### src/design/tepa_pkg.sv
`timescale 1ns / 1ps
`default_nettype none
// ----------------------------------------------------------------------------
// tepa_pkg
// Types and codes shared by the two-ended pipe ID allocator modules.
// ----------------------------------------------------------------------------
package tepa_pkg;

	localparam int HANDLE_W = 4;
	localparam int PIPE_W   = 10;
	localparam int COUNT_W  = 11;
	localparam int STATUS_W = 3;

	typedef enum logic [1:0] {
		FUNC_ALLOC_FB   = 2'd0,
		FUNC_ALLOC_NORM = 2'd1,
		FUNC_FREE       = 2'd2,
		FUNC_NOP        = 2'd3
	} func_t;

	typedef enum logic [STATUS_W-1:0] {
		STS_OK         = 3'd0,
		STS_NO_FREE    = 3'd1,
		STS_NOT_CONTIG = 3'd2,
		STS_RANGE      = 3'd3,
		STS_NOT_OWNED  = 3'd4
	} status_t;

	typedef struct packed {
		logic [1:0]          func;
		logic [HANDLE_W-1:0] handle_id;
		logic [PIPE_W-1:0]   pipe_id;
	} req_t;

	typedef struct packed {
		logic [STATUS_W-1:0] status;
		logic [PIPE_W-1:0]   granted_id;
		logic [COUNT_W-1:0]  fallback_count;
	} rsp_t;

	typedef enum logic [1:0] {
		ST_IDLE,
		ST_SCAN,
		ST_READ,
		ST_FINISH
	} state_t;

	// controller to datapath
	typedef struct packed {
		logic load;
		logic scan;
		logic check;
		logic commit;
	} dp_cmd_t;

	// datapath to controller
	typedef struct packed {
		func_t func;
		logic  hit;
		logic  last_chunk;
		logic  out_free;
	} dp_sts_t;

endpackage : tepa_pkg
`default_nettype wire

### src/design/tepa_ram.sv
`timescale 1ns / 1ps
`default_nettype none
// ----------------------------------------------------------------------------
// tepa_ram
// Simple dual-port RAM, one write and one read port, registered read data.
// ----------------------------------------------------------------------------
module tepa_ram #(
	parameter int WIDTH = 4,
	parameter int DEPTH = 64
) (
	input  wire logic                     clk,
	input  wire logic                     we,
	input  wire logic [$clog2(DEPTH)-1:0] waddr,
	input  wire logic [WIDTH-1:0]         wdata,
	input  wire logic                     re,
	input  wire logic [$clog2(DEPTH)-1:0] raddr,
	output logic      [WIDTH-1:0]         rdata
);

	logic [WIDTH-1:0] mem_q [DEPTH];

	always_ff @(posedge clk) begin
		if (we) begin
			mem_q[waddr] <= wdata;
		end
		if (re) begin
			rdata <= mem_q[raddr];
		end
	end

endmodule : tepa_ram
`default_nettype wire

### src/design/tepa_ctrl.sv
`timescale 1ns / 1ps
`default_nettype none
// ----------------------------------------------------------------------------
// tepa_ctrl
// Request sequencer: accept, bitmap scan (allocation) or owner read (free),
// none for a no-op, then commit/respond.
module tepa_ctrl (
	input  wire logic              clk,
	input  wire logic              arst_n,
	input  wire logic              in_valid,
	output logic                   in_stall,
	input  wire tepa_pkg::dp_sts_t sts,
	output tepa_pkg::dp_cmd_t      cmd
);

	import tepa_pkg::*;

	state_t state_q;
	state_t state_nxt;

	always_ff @(posedge clk or negedge arst_n) begin
		if (!arst_n) begin
			state_q <= ST_IDLE;
		end else begin
			state_q <= state_nxt;
		end
	end

	always_comb begin
		state_nxt = state_q;
		unique case (state_q)
			ST_IDLE: begin
				if (in_valid) begin
					unique case (sts.func)
						FUNC_ALLOC_FB, FUNC_ALLOC_NORM: state_nxt = ST_SCAN;
						FUNC_FREE:                      state_nxt = ST_READ;
						default:                        state_nxt = ST_FINISH;
					endcase
				end
			end
			ST_SCAN: begin
				if (sts.hit || sts.last_chunk) begin
					state_nxt = ST_FINISH;
				end
			end
			ST_READ: state_nxt = ST_FINISH;
			ST_FINISH: begin
				if (sts.out_free) begin
					state_nxt = ST_IDLE;
				end
			end
			default: state_nxt = ST_IDLE;
		endcase
	end

	always_comb begin
		cmd      = '0;
		in_stall = 1'b1;
		unique case (state_q)
			ST_IDLE: begin
				in_stall = 1'b0;
				cmd.load = in_valid;
			end
			ST_SCAN:   cmd.scan   = 1'b1;
			ST_READ:   cmd.check  = 1'b1;
			ST_FINISH: cmd.commit = sts.out_free;
			default: ;
		endcase
	end

endmodule : tepa_ctrl
`default_nettype wire

### src/design/tepa_dp.sv
`timescale 1ns / 1ps
`default_nettype none
// ----------------------------------------------------------------------------
// tepa_dp
// Used-bit map, chunked free-ID search, owner table, fallback count and the
// response register.
// ----------------------------------------------------------------------------
module tepa_dp #(
	parameter int NUM_PIPES   = 64,
	parameter int NUM_HANDLES = 16
) (
	input  wire logic              clk,
	input  wire logic              arst_n,
	input  wire tepa_pkg::req_t    in_req,
	input  wire tepa_pkg::dp_cmd_t cmd,
	output tepa_pkg::dp_sts_t      sts,
	output logic                   out_valid,
	input  wire logic              out_stall,
	output tepa_pkg::rsp_t         out_rsp
);

	import tepa_pkg::*;

	localparam int IDW  = $clog2(NUM_PIPES);
	localparam int CNTW = $clog2(NUM_PIPES + 1);
	localparam int CW   = (NUM_PIPES >= 32) ? 32 : 8;
	localparam int CWB  = $clog2(CW);
	localparam int NCH  = (NUM_PIPES + CW - 1) / CW;
	localparam int CHW  = (NCH > 1) ? $clog2(NCH) : 1;
	localparam int PADW = NCH * CW - NUM_PIPES;

	// handle modulo the handle count, a few compare-subtract steps
	function automatic logic [HANDLE_W-1:0] hmod(input logic [HANDLE_W-1:0] h);
		logic [8:0] v;
		v = 9'(h);
		for (int i = 0; i < 8; i++) begin
			if (v >= 9'(NUM_HANDLES)) begin
				v = v - 9'(NUM_HANDLES);
			end
		end
		return v[HANDLE_W-1:0];
	endfunction

	// request registers
	func_t               func_q;
	logic [HANDLE_W-1:0] handle_q;
	logic [PIPE_W-1:0]   pid_q;

	// state
	logic [NUM_PIPES-1:0] used_q;
	logic [CNTW-1:0]      count_q;
	logic [CNTW-1:0]      count_nxt;

	// decision registers
	status_t        status_q;
	logic [IDW-1:0] gid_q;
	logic           do_alloc_q;
	logic           do_free_q;
	logic [CHW-1:0] chunk_q;

	logic              out_valid_q;
	rsp_t              rsp_q;
	logic              out_free;

	// search over one chunk
	logic [NCH-1:0][CW-1:0] map_pad;
	logic [CW-1:0]          free_bits;
	logic [CWB-1:0]         enc_lo;
	logic [CWB-1:0]         enc_hi;
	logic [CWB-1:0]         enc;
	logic [CHW+CWB-1:0]     id_wide;
	logic [IDW-1:0]         hit_id;
	logic                   is_fb;
	logic                   hit;
	logic                   last_chunk;

	logic [IDW-1:0]      pid_idx;
	logic [HANDLE_W-1:0] owner_rd;
	logic                owner_we;

	generate
		if (PADW > 0) begin : g_pad
			assign map_pad = {{PADW{1'b1}}, used_q};
		end else begin : g_nopad
			assign map_pad = used_q;
		end
	endgenerate

	assign free_bits = ~map_pad[chunk_q];
	assign hit       = |free_bits;
	assign is_fb     = (func_q == FUNC_ALLOC_FB);

	always_comb begin
		enc_lo = '0;
		for (int i = CW - 1; i >= 0; i--) begin
			if (free_bits[i]) begin
				enc_lo = CWB'(i);
			end
		end
	end

	always_comb begin
		enc_hi = '0;
		for (int i = 0; i < CW; i++) begin
			if (free_bits[i]) begin
				enc_hi = CWB'(i);
			end
		end
	end

	assign enc        = is_fb ? enc_lo : enc_hi;
	assign id_wide    = {chunk_q, enc};
	assign hit_id     = id_wide[IDW-1:0];
	assign last_chunk = is_fb ? (chunk_q == CHW'(NCH - 1)) : (chunk_q == '0);
	assign pid_idx    = pid_q[IDW-1:0];

	assign out_free = !out_valid_q || !out_stall;

	assign sts.func       = func_t'(in_req.func);
	assign sts.hit        = hit;
	assign sts.last_chunk = last_chunk;
	assign sts.out_free   = out_free;

	// request capture and scan pointer
	always_ff @(posedge clk) begin
		if (cmd.load) begin
			func_q   <= func_t'(in_req.func);
			handle_q <= hmod(in_req.handle_id);
			pid_q    <= in_req.pipe_id;
			chunk_q  <= (func_t'(in_req.func) == FUNC_ALLOC_FB) ? '0 : CHW'(NCH - 1);
		end else if (cmd.scan && !hit) begin
			chunk_q <= is_fb ? chunk_q + 1'b1 : chunk_q - 1'b1;
		end
	end

	// decision
	always_ff @(posedge clk or negedge arst_n) begin
		if (!arst_n) begin
			status_q   <= STS_OK;
			gid_q      <= '0;
			do_alloc_q <= 1'b0;
			do_free_q  <= 1'b0;
		end else if (cmd.load) begin
			status_q   <= STS_OK;
			gid_q      <= '0;
			do_alloc_q <= 1'b0;
			do_free_q  <= 1'b0;
		end else if (cmd.scan) begin
			if (hit) begin
				if (is_fb && (CNTW'(hit_id) != count_q)) begin
					status_q <= STS_NOT_CONTIG;
				end else begin
					gid_q      <= hit_id;
					do_alloc_q <= 1'b1;
				end
			end else if (last_chunk) begin
				status_q <= STS_NO_FREE;
			end
		end else if (cmd.check) begin
			if ({1'b0, pid_q} >= COUNT_W'(NUM_PIPES)) begin
				status_q <= STS_RANGE;
			end else if (!used_q[pid_idx] || (owner_rd != handle_q)) begin
				status_q <= STS_NOT_OWNED;
			end else begin
				do_free_q <= 1'b1;
			end
		end
	end

	always_comb begin
		count_nxt = count_q;
		if (do_alloc_q && is_fb) begin
			count_nxt = count_q + 1'b1;
		end else if (do_free_q && (COUNT_W'(pid_q) < COUNT_W'(count_q))) begin
			count_nxt = count_q - 1'b1;
		end
	end

	// commit map and count
	always_ff @(posedge clk or negedge arst_n) begin
		if (!arst_n) begin
			used_q  <= '0;
			count_q <= '0;
		end else if (cmd.commit) begin
			count_q <= count_nxt;
			if (do_alloc_q) begin
				used_q[gid_q] <= 1'b1;
			end else if (do_free_q) begin
				used_q[pid_idx] <= 1'b0;
			end
		end
	end

	assign owner_we = cmd.commit && do_alloc_q;

	tepa_ram #(
		.WIDTH(HANDLE_W),
		.DEPTH(NUM_PIPES)
	) u_owner_ram (
		.clk  (clk),
		.we   (owner_we),
		.waddr(gid_q),
		.wdata(handle_q),
		.re   (cmd.load),
		.raddr(in_req.pipe_id[IDW-1:0]),
		.rdata(owner_rd)
	);

	// response register
	always_ff @(posedge clk or negedge arst_n) begin
		if (!arst_n) begin
			out_valid_q <= 1'b0;
		end else if (cmd.commit) begin
			out_valid_q <= 1'b1;
		end else if (!out_stall) begin
			out_valid_q <= 1'b0;
		end
	end

	always_ff @(posedge clk) begin
		if (cmd.commit) begin
			rsp_q.status         <= status_q;
			rsp_q.granted_id     <= do_alloc_q ? PIPE_W'(gid_q) : '0;
			rsp_q.fallback_count <= COUNT_W'(count_nxt);
		end
	end

	assign out_valid = out_valid_q;
	assign out_rsp   = rsp_q;

endmodule : tepa_dp
`default_nettype wire

### src/design/two_ended_pipe_id_allocator_unit.sv
`timescale 1ns / 1ps
`default_nettype none
// ----------------------------------------------------------------------------
// two_ended_pipe_id_allocator_unit
// Pipe ID allocator: fallback IDs from the bottom, normal IDs from the top.
// ----------------------------------------------------------------------------
// One request is handled at a time and gives one response. A no-op request
// goes from accept straight to respond, a free goes through accept, owner
// table read and respond, and an allocation goes through accept, a scan of
// the used-bit map chunk by chunk (chunks of 32 IDs, 8 when NUM_PIPES < 32)
// until a free ID or the last chunk, and respond. The next request is taken
// while a response waits, but a stalled response holds that request in its
// respond state until the response is taken. The owner table needs no
// clearing after reset.
module two_ended_pipe_id_allocator_unit #(
	parameter int NUM_PIPES   = 64,
	parameter int NUM_HANDLES = 16
) (
	input  wire logic           clk,
	input  wire logic           arst_n,
	input  wire logic           in_valid,
	output logic                in_stall,
	input  wire tepa_pkg::req_t in_req,
	output logic                out_valid,
	input  wire logic           out_stall,
	output tepa_pkg::rsp_t      out_rsp
);

	import tepa_pkg::*;

	dp_cmd_t cmd;
	dp_sts_t sts;

	tepa_ctrl u_ctrl (
		.clk     (clk),
		.arst_n  (arst_n),
		.in_valid(in_valid),
		.in_stall(in_stall),
		.sts     (sts),
		.cmd     (cmd)
	);

	tepa_dp #(
		.NUM_PIPES  (NUM_PIPES),
		.NUM_HANDLES(NUM_HANDLES)
	) u_dp (
		.clk      (clk),
		.arst_n   (arst_n),
		.in_req   (in_req),
		.cmd      (cmd),
		.sts      (sts),
		.out_valid(out_valid),
		.out_stall(out_stall),
		.out_rsp  (out_rsp)
	);

endmodule : two_ended_pipe_id_allocator_unit
`default_nettype wire
### config.mk
export PLATFORM = sky130hd
export DESIGN_NAME = two_ended_pipe_id_allocator_unit
export DESIGN_NICKNAME = d
export VERILOG_FILES = /design/src/design/tepa_pkg.sv /design/src/design/tepa_ram.sv /design/src/design/tepa_ctrl.sv /design/src/design/tepa_dp.sv /design/src/design/two_ended_pipe_id_allocator_unit.sv
export SDC_FILE = /design/constraint.sdc
export NUM_CORES = 1
export LEC_CHECK = 0
export BUFFER_PORTS_ARGS = -buffer_cell sky130_fd_sc_hd__buf_2
export CORE_MARGIN = 2
export CORE_UTILIZATION = 45
export CTS_CLUSTER_DIAMETER = 50
export DETAILED_ROUTE_END_ITERATION = 16
export HOLD_SLACK_MARGIN = 0.02
export PLACE_DENSITY = 0.7
export SLEW_MARGIN = 20
export SYNTH_ARGS = -nofsm -noshare
export SYNTH_HDL_FRONTEND = slang
export SYNTH_SLANG_ARGS = --single-unit
### constraint.sdc
create_clock -name clk -period 3.1 [get_ports clk]
set_input_delay 0.465 -clock clk [delete_from_list [all_inputs] [get_ports clk]]
set_output_delay 0.465 -clock clk [all_outputs]
set_load 0.02 [all_outputs]
# ---- After elaboration in Yosys (flattened, before gate mapping)
# Memories as Yosys holds them, arrays and structs flattened. A register that Yosys moved wholly into a read port is not among the register bits.
# Cells that the tools add are included.
# Widths: inputs -> output; s select.
dict set report totals {
  in_bits 20
  n_memories 1
  mem_bits_rw 256
  register_bits 122
}
dict set report classes {
  n_addsub 4
  n_eq_ne 17
  n_mux 116
  order_cmp 7
  n_bitwise 5
  reduce_logical 31
}
# name depth width rd rd_ports_with_merged_regs write_ports line
set memory_table {}
lappend memory_table {u_dp.u_owner_ram.mem_q 64 4 1 1 1 tepa_ram.sv:20} ;# logic [WIDTH-1:0] mem_q [DEPTH];
# operator n
set ops {}
lappend ops {{$mux 5} 49}
lappend ops {{$mux 64} 2}
lappend ops {{$and 64x64->64} 1}
lappend ops {{$mux 32} 2}
lappend ops {{$not 64->64} 1}
lappend ops {{$or 64x64->64} 1}
lappend ops {{$mux 3} 12}
lappend ops {{$mux 4} 8}
lappend ops {{$not 32->32} 1}
lappend ops {{$reduce_or 32->1} 1}
lappend ops {{$mux 1} 27}
lappend ops {{$mux 6} 4}
lappend ops {{$lt 6x7->1 const B} 2}
lappend ops {{$mux 7} 2}
lappend ops {{$demux 1 s6} 2}
lappend ops {{$ge 6x1->1 const B} 2}
lappend ops {{$ge 10x7->1 const B} 1}
lappend ops {{$lt 10x7->1} 1}
lappend ops {{$mux 2} 5}
lappend ops {{$ne 2x2->1 const B} 5}
lappend ops {{$reduce_bool 2->1} 5}
lappend ops {{$ne 4x4->1 const B} 2}
lappend ops {{$pmux 2 s4} 1}
lappend ops {{$reduce_and 4->1} 2}
lappend ops {{22 further kinds} 41}

# ---- Longest topological paths before layout
# Gate-level depths: netlist (run 1).
dict set report logic_depth {
  depth_word 42
  depth_mapped 12
  depth_no_buf 10
}

# ---- Cells and area by module
# Synthesis (run 1) repeated with hierarchy kept, for this count alone.
dict set report hier_totals {
  cells_unflattened 1347
  area_unflattened_um2 18032.3
}
# module area_per_inst_um2 instances cells_per_inst
set modules_own_cells {}
lappend modules_own_cells {tepa_ram 10447.5 1 521}
lappend modules_own_cells {tepa_dp 7380.8 1 806}
lappend modules_own_cells {tepa_ctrl 203.9 1 20}

# ---- Worst setup path after synthesis (run 1)
# No wires, ideal clock.
dict set report synth_path {
  path_type {input port to flip-flop}
  start {input in_req[0] in the netlist's numbering}
  end {register u_dp.u_owner_ram.rdata[0] (read register of u_dp.u_owner_ram.mem_q) (data pin)}
  path_slack_ps -18
  t_required_ps 2828
  path_stages 5
  n_path_buf 2
  t_arrival_ps 2846
  path_cell_list {clkbuf_1 -> buf_1 -> mux4_2 -> mux4_2 -> mux4_2}
}
# element line
set synth_rtl {}
lappend synth_rtl {{from (decl)} two_ended_pipe_id_allocator_unit.sv:23} ;# input wire tepa_pkg::req_t in_req,
lappend synth_rtl {{to (decl)} tepa_ram.sv:17} ;# output logic [WIDTH-1:0] rdata

# ---- Worst setup path after layout (run 1)
dict set report layout_path {
  start {register u_dp.chunk_q}
  end {register u_dp.status_q[2]}
}
dict set report layout_via {
  elab_chain_len 40
}
# element line
set layout_rtl {}
lappend layout_rtl {{from (decl)} tepa_dp.sv:59} ;# logic [CHW-1:0] chunk_q;
lappend layout_rtl {{from (signal assigned)} tepa_dp.sv:130} ;# chunk_q <= (func_t'(in_req.func) == FUNC_ALLOC_FB) ? '0 : CHW'(NCH - 1);
lappend layout_rtl {{from (signal assigned)} tepa_dp.sv:132} ;# chunk_q <= is_fb ? chunk_q + 1'b1 : chunk_q - 1'b1;
lappend layout_rtl {{$mux 32 (implied by the code) (2 in a row)} tepa_dp.sv:89} ;# assign free_bits = ~map_pad[chunk_q];
lappend layout_rtl {{$not 32->32} tepa_dp.sv:89}
lappend layout_rtl {{$mux 5 (32 in a row)} tepa_dp.sv:96} ;# if (free_bits[i]) begin
lappend layout_rtl {{$mux 5} tepa_dp.sv:111} ;# assign enc = is_fb ? enc_lo : enc_hi;
lappend layout_rtl {{$ne 6x7->1} tepa_dp.sv:150} ;# if (is_fb && (CNTW'(hit_id) != count_q)) begin
lappend layout_rtl {{$logic_and 1x1->1} tepa_dp.sv:150}
lappend layout_rtl {{$ne 4x4->1 (no source line)} --}
lappend layout_rtl {{$reduce_and 4->1 (no source line)} --}
lappend layout_rtl {{to (signal assigned)} tepa_dp.sv:151} ;# status_q <= STS_NOT_CONTIG;
lappend layout_rtl {{to (signal assigned)} tepa_dp.sv:157} ;# status_q <= STS_NO_FREE;
lappend layout_rtl {{to (signal assigned)} tepa_dp.sv:161} ;# status_q <= STS_RANGE;
lappend layout_rtl {{to (decl)} tepa_dp.sv:55} ;# status_t status_q;
# Parallel ways exist; a longest one is shown, timed or not. The select of a mux whose other input is x is not followed.
# A chain may end at the register's enable or synchronous reset.

==> results of run 1 <==
routing by layer:
metal,vias up,global-route usage
met4,0,0.112
met5,-,0
li1,5183,-
met1,6161,0.341
met3,164,0.0559
met2,663,0.405
logic make-up after synthesis:
kind of cell / count (synthesis)
AO/OA/AOI/OAI: 252
XOR/XNOR: 16
adder cells (fa/ha/maj): 13
buffers and inverters: 100
flip-flops: 378
multiplexers: 114
other: 1
AND/OR/NAND/NOR: 367
cells in the mapped netlist, drive strengths merged, types with 20 or more instances:
library cell	number	area [um2]
clkbuf	34	128
a21oi	67	335
inv	36	135
o21ai	67	335
nand2	61	229
mux4	96	2160
edfxtp	293	8800
dfrtp	85	2130
nand3b	20	150
nor2	138	518
nand3	30	163
buf	28	166
what timing repair did:
| action | 4_1_cts | 5_1_grt |
|---|---|---|
| pin swaps | 1 | 2 |
| endpoints found under the hold margin | 85 | 0 |
| hold buffers | 1 | 0 |
| endpoints found under the setup margin | 8 | 9 |
| gates resized for setup | 2 | 15 |
| buffers inserted | 1 | 1 |
layout make-up:
class	count	share of cell area
antenna	2	0.000240
inverter	38	0.00685
clock buffer	45	0.0525
timing repair buffer	182	0.0659
clock inverter	34	0.0173
tap	518	0.0311
multi-input combinational	770	0.301
sequential	378	0.525
state kept, by name (all words and copies together), names as in the netlist:
| signal | cells |
|---|---|
| u_dp.status_q | 3 |
| u_dp.func_q | 2 |
| u_dp.out_rsp | 16 |
| u_dp.gid_q | 6 |
| u_dp.u_owner_ram.rdata | 4 |
| u_ctrl.state_q | 2 |
| u_dp.u_owner_ram.mem_q | 256 |
| u_dp.map_pad | 64 |
| u_dp.pid_q | 10 |
| u_dp.handle_q | 4 |
| u_dp.do_alloc_q | 1 |
| u_dp.count_q | 7 |
| u_dp.do_free_q | 1 |
| u_dp.chunk_q | 1 |
| u_dp.out_valid | 1 |
worst reg2reg max path: stages (launching register included):
cell and delay, ps:
edfxtp_1 390, buf_12 190, clkinv_1 240, buf_4 250, o211ai_1 180, a31oi_1 160
o211ai_1 310, a21oi_1 140, o211ai_1 310, a221oi_4 140, a211oi_2 330, mux2_4 330
power by group:
group | leakage (nW) | switching (mW) | total, mW | internal, mW
clock | 0.704 | 2.14 | 5.17 | 3.03
combinational | 3.07 | 2.39 | 3.88 | 1.49
sequential | 3.77 | 0.661 | 6.82 | 6.16
total | 7.55 | 5.19 | 15.9 | 10.7
worst max path at each step:
stage	from	end	slack, ps
after CTS	u_dp.chunk_q	u_dp.status_q[2]	5
after global placement	u_dp.chunk_q	u_dp.status_q[2]	40
after detailed placement	u_dp.chunk_q	u_dp.status_q[2]	-40
final	u_dp.chunk_q	u_dp.status_q[2]	20
after floorplan	in_req[0]	u_dp.u_owner_ram.rdata[0]	5
after global routing	u_dp.chunk_q	u_dp.gid_q[5]	-70
placed cells by master (no fill, tap or decap), types with 7 or more instances in the layout:
cell type / instances
nor2b_1: 8
nand3b_1: 20
nor2_1: 138
clkinv_1: 9
nand4_1: 8
mux2i_1: 16
buf_4: 138
edfxtp_1: 293
mux4_2: 96
a21o_1: 7
and2_1: 15
nand3_1: 28
nand2_1: 60
and3_1: 12
inv_1: 36
o211ai_1: 12
dfrtp_1: 85
clkinv_2: 8
o21ai_0: 66
nor3_1: 14
o22a_1: 15
buf_12: 7
conb_1: 8
nand2b_1: 8
xnor2_1: 16
clkbuf_16: 43
and3b_1: 9
a21oi_1: 65
ha_1: 13
buf_2: 35
or2_2: 11
per-stage QoR:
stage                     instance area (um2)  total power, mW  TNS [ps]  worst slack (ps)  hold slack [ps]
after global routing                    20800             16.4      -184             -70.6             66.1
after detailed placement                19300             10.6     -68.8             -36.6              440
final                                   20800             15.9         0              19.7             89.2
after floorplan                         17600             8.79         0              5.27              169
after CTS                               20800             15.8         0              4.86             66.4
after global placement                  19300             10.6         0              44.9              434
==> results.yml, run 1 <==
run_status:
  run_status: "complete, no violations"
setup_path:
  reg2regPathDepth: 11
  max_stage_delay_ps: 390
  crit_family: "compound AO/OA/AOI/OAI gates"
  cp_data_arrival_time_ps: 3510
  critPathKind: "flop to flop"
  crit_slowest_cell: "edfxtp_1"
  crit_chain: "buf_12, clkinv_1, buf_4, o211ai_1, a31oi_1, o211ai_1, a21oi_1, o211ai_1, a221oi_4, a211oi_2, mux2_4"
  cp_common_cell: "o211ai_1"
  path_max_fanout: 35
  ff2ff_setup_slack_ps: 20
  r2r-end: "u_dp.status_q[2]"
  end_kind: "flop"
  worst-path-stages: 11
  r2r_start: "u_dp.chunk_q"
  critPathBufInv: 3
  cp_data_required_time_ps: 3530
  cp-start-kind: "flop"
global_routing:
  grt.overflow.total: 0
  grt_usage: 0.255
  antenna_found_initial: 2
  grt_max_degree: 86
  grt_pass1_wl_mm: 77.3
  first_global_vias: 12265
place:
  dp_hpwl_mm: 36.2
  gp_congestion: 1.12
  io_buffers: 37
  post-place-cells: 1883
power:
  p_leak_nw: 7.55
  irDropWorstVdd_mv: 0.566
  pwr_density_cell_nw_per_um2: 763
floorplan:
  dieArea_um2: 40600
  rows: 72
  die_h_um: 201
  io_pins: 46
  core_area_um2: 38600
  start_util: 0.455
  die_x_um: 201
clock_tree:
  numCtsBuffers: 43
  cts_root_buffer: "clkbuf_16"
  cts_tree: "yes"
  cts-htree-levels: 2
  insertion_delay_ps: 560
  clockBufferDepth: 3
  cts.sinks: 378
  clkTransAtPathRegs_ps: 60
synth:
  synth_simple_gate_area_frac: 0.105
  synth_warnings: 0
  syn_avg_cell_area_um2: 14.1
  ys_seq_elements: 378
  synthFlopType: "edfxtp_1"
  synthesis.area_um2: 17600
  ys_types: 84
  ys_seq_area_frac: 0.622
  syn_inst: 1241
  synth_top_family_by_area: "multiplexers"
  synth-edff-count: 293
  synthMuxAreaShare: 0.134
  synth_compound_area_frac: 0.0960
  ys_async_sr_fraction: 0.225
  synth_xor_area_frac: 0.00798
  synthAdderAreaFrac: 0.00927
sta:
  rsz0062_at_grt: "yes"
  fmax_mhz: 325
  fin_crit_ps: 3080
  setup_viol: 0
  hold_viol: 0
  tightest_slew_ps: 630
  maxSlewHeadroom: 0.580
  skew_ps: 19.2
  final_max_slew_viol_count: 0
  post-route-period-util: 0.994
layout:
  register_area_um2: 10900
  nFillCells: 3161
  multiInputGateArea_um2: 6270
  nNetsFinal: 1446
  layout-drive-gt1-share: 0.269
  finalNonFillerCells: 1967
  area_growth_pct: 18.6
  fin_util: 0.540
detailed_routing:
  highest_layer: "met4"
  routedLengthMet1_mm: 20.1
  routed_wl_mm: 51.2
  final_antenna_net_count: 0
  drt_iter0_drc: 1429
  drc_errors: 0
  wl_per_cell_um: 26.0
  via_count: 12171
  wl_met3_mm: 4.63
  vias_per_cell: 6.19
  first_pass_iters: 6
  wl_met2_mm: 23.9
min_path:
  worstHoldStart: "in_req[12]"
  whs_path_depth: 1
  whs_endpoint: "u_dp.handle_q[2]"
  hold_path_class: "input pin to flop"
flow_run:
  drv_cap: 0
No activity file was read; power rests on OpenSTA's default activity.
==> run 2: changes to the inputs <==
--- a/config.mk
+++ b/config.mk
@@ -15,4 +15,5 @@
 export SLEW_MARGIN = 20
 export SYNTH_ARGS = -nofsm -noshare
 export SYNTH_HDL_FRONTEND = slang
+export SYNTH_HIERARCHICAL = 1
 export SYNTH_SLANG_ARGS = --single-unit
==> run 2 against run 1 <==
- the flow now finishes with violations (hold timing)
- first-iteration DRC count up 28%
- highest routed layer is now met5
- sequential power up 4.8%
- via count up 4.0%
- sequential cell count unchanged
- cell count up 1.5%
==> results.yml, run 2 <==
run_status:
  run_status: "finished, violations left"
  violations: "hold timing"
sta:
  skew_ps: 33.0
  post-route-period-util: 0.990
  maxSlewHeadroom: 0.374
  fmax_mhz: 326
  worst_slack_ps: 31.0
  final_max_slew_viol_count: 0
  holdWs_ps: -34.1
  tightest_slew_ps: 938
  fin_crit_ps: 3070
  hold_viol: 54
  setup_viol: 0
  finalSetupTns_ps: 0
  rsz0062_at_grt: "yes"
clock_tree:
  cts_hold_buf: 0
  insertion_delay_ps: 570
  cts.sinks: 378
  cts_tree: "yes"
  numCtsBuffers: 40
  cts_root_buffer: "clkbuf_16"
  clkTransAtPathRegs_ps: 60
  clockBufferDepth: 3
  cts-htree-levels: 2
layout:
  finalNonFillerCells: 1996
  top_register: "u_dp/u_owner_ram/mem_q"
  nNetsFinal: 1475
  final_common_cell: "edfxtp_1"
  area_growth_pct: 14.0
  diodes: 0
  fin_area_um2: 20600
  mostFrequentLayoutCells: "edfxtp_1, o21ai_0, nor2_1"
  largest_reg_flops: 256
  layout-drive-gt1-share: 0.186
setup_path:
  path_max_fanout: 8
  r2r_start: "u_dp/chunk_q"
  reg2regPathDepth: 11
  end_kind: "flop"
  r2r-end: "u_dp/gid_q[2]"
  cp_data_arrival_time_ps: 3500
  cp_data_required_time_ps: 3530
  ff2ff_setup_slack_ps: 30
  cp-start-kind: "flop"
  critPathKind: "flop to flop"
place:
  post_dp_cell_area_um2: 19100
  post-place-cells: 1916
  dp_hpwl_mm: 33.9
  io_buffers: 37
  gp_congestion: 1.02
  place_ws_ps: 126
synth:
  synthFlopType: "edfxtp_1"
  ys_top_cells_by_area: "edfxtp_1, dfrtp_1, mux4_2, o21ai_0, mux4_1"
  synth_warnings: 6
  synthesis.area_um2: 18000
  syn_inst: 1347
  synth_top_area_share: 0.488
  ys_seq_elements: 378
  ys_seq_area_frac: 0.606
  yosysMostFrequentCell: "edfxtp_1"
  syn_avg_cell_area_um2: 13.4
  synth_area_leader_cell: "edfxtp_1"
  ys_types: 93
  synth-edff-count: 293
  ys_async_sr_fraction: 0.225
  synth_common_cells: "edfxtp_1, o21ai_0, nor2_1"
power:
  irDropWorstVdd_mv: 0.447
  p_leak_nw: 7.25
  p_total_mw: 15.5
  internal_power_mw: 10.3
  p_sw_frac: 0.336
  p_seq_frac: 0.460
  clkPwrFrac: 0.308
  p_switching_mw: 5.21
  pwr_density_cell_nw_per_um2: 755
  power_frac_comb: 0.231
detailed_routing:
  vias_per_cell: 6.34
  first_pass_iters: 6
  drc_errors: 0
  routed_wl_mm: 50.0
  drt_iter0_drc: 1828
  wl_per_cell_um: 25.1
  final_antenna_net_count: 0
  via_count: 12653
global_routing:
  grt.overflow.total: 0
  grt_max_degree: 86
  grt_pass1_wl_mm: 75.3
  first_global_vias: 12287
  antenna_found_initial: 2
  grt_usage: 0.240
floorplan:
  rows: 73
  start_util: 0.455
  io_pins: 46
  dieArea_um2: 41700
  core_area_um2: 39600
  die_x_um: 204
  die_h_um: 204
min_path:
  hold_path_class: "input pin to asynchronous set/reset pin"
flow_run:
  drv_cap: 0
-- run 2: changes by cell type after synthesis, moves of 14 or more --
cell	before	now
nand2b_1	8	22
nor2b_1	9	28
mux4_1	0	19
a21oi_1	67	41
mux4_2	96	52
nand3_1	29	43
nor2_1	138	123
o21ai_0	66	130
-- run 2: worst max-delay path by stage --
stage | from | slack, ps | cells after the start | end
finish | u_dp/chunk_q | 30 | 11 | u_dp/gid_q[2]
global route | u_dp/chunk_q | -70 | 11 | u_dp/gid_q[2]
CTS | u_dp/chunk_q | 110 | 12 | u_dp/do_alloc_q
detailed placement | u_dp/chunk_q | 130 | 12 | u_dp/do_alloc_q
global placement | u_dp/chunk_q | 160 | 12 | u_dp/do_alloc_q
floorplan | u_ctrl/state_q[0] | 90 | 8 | u_dp/chunk_q
-- run 2: power groups by stage --
stage	Sequential, mW	Combinational, mW	Clock [mW]
after floorplan	6.87	2.12	0
after global placement	7.19	3.37	0
after detailed placement	7.19	3.44	0
after CTS	7.10	3.46	4.86
after global routing	7.18	3.85	5.08
final	7.15	3.59	4.79
-- run 2: stage by stage --
step                      utilization  hold slack [ps]
after floorplan                     -              169
final                           0.519            -34.1
after detailed placement        0.481              445
after global routing            0.519             29.1
after global placement          0.481              440
after CTS                       0.514             62.5
-- run 2: area by class of cell --
class                   instances  area, um2
multi-input cells             861       6550
fillers                      3312      19100
flip-flops and latches        378      10900
well taps                     525        657
clock buffers                  46       1030
inverters                      41        154
clock inverters                24        293
repair buffers                121        943
-- run 2: critical path: stages (launching register included) --
cell       delay [ps]
edfxtp_1          380
buf_6             160
buf_12            140
and3b_2           290
o22ai_4           100
o211ai_1          230
a31oi_2           140
or3_4             360
a2111oi_4         370
o2111a_2          320
o21a_4            170
mux2_4            290
-- run 2: repair_timing --
action                                  in CTS  in global routing
setup buffers                                0                  7
endpoints found under the setup margin       0                  6
resized for setup                            0                  8
hold endpoints to repair                     0                  0
-- run 2: cell families after synthesis --
logic type / after synthesis / share of synthesized area
adder cells (fa/ha/maj): 12 / 0.00833
buffers and inverters: 115 / 0.0341
AO/OA/AOI/OAI: 331 / 0.122
multiplexers: 94 / 0.107
AND/OR/NAND/NOR: 395 / 0.113
other: 1 / 0.000208
XOR/XNOR: 21 / 0.0102
flip-flops: 378 / 0.606
-- run 2: per-layer routing --
layer	global-route usage	up-vias	share of wire
li1	-	5429	-
met1	0.316	6322	0.38
met2	0.387	749	0.49
met3	0.0464	151	0.093
met4	0.107	2	0.043
met5	0	-	0.00024
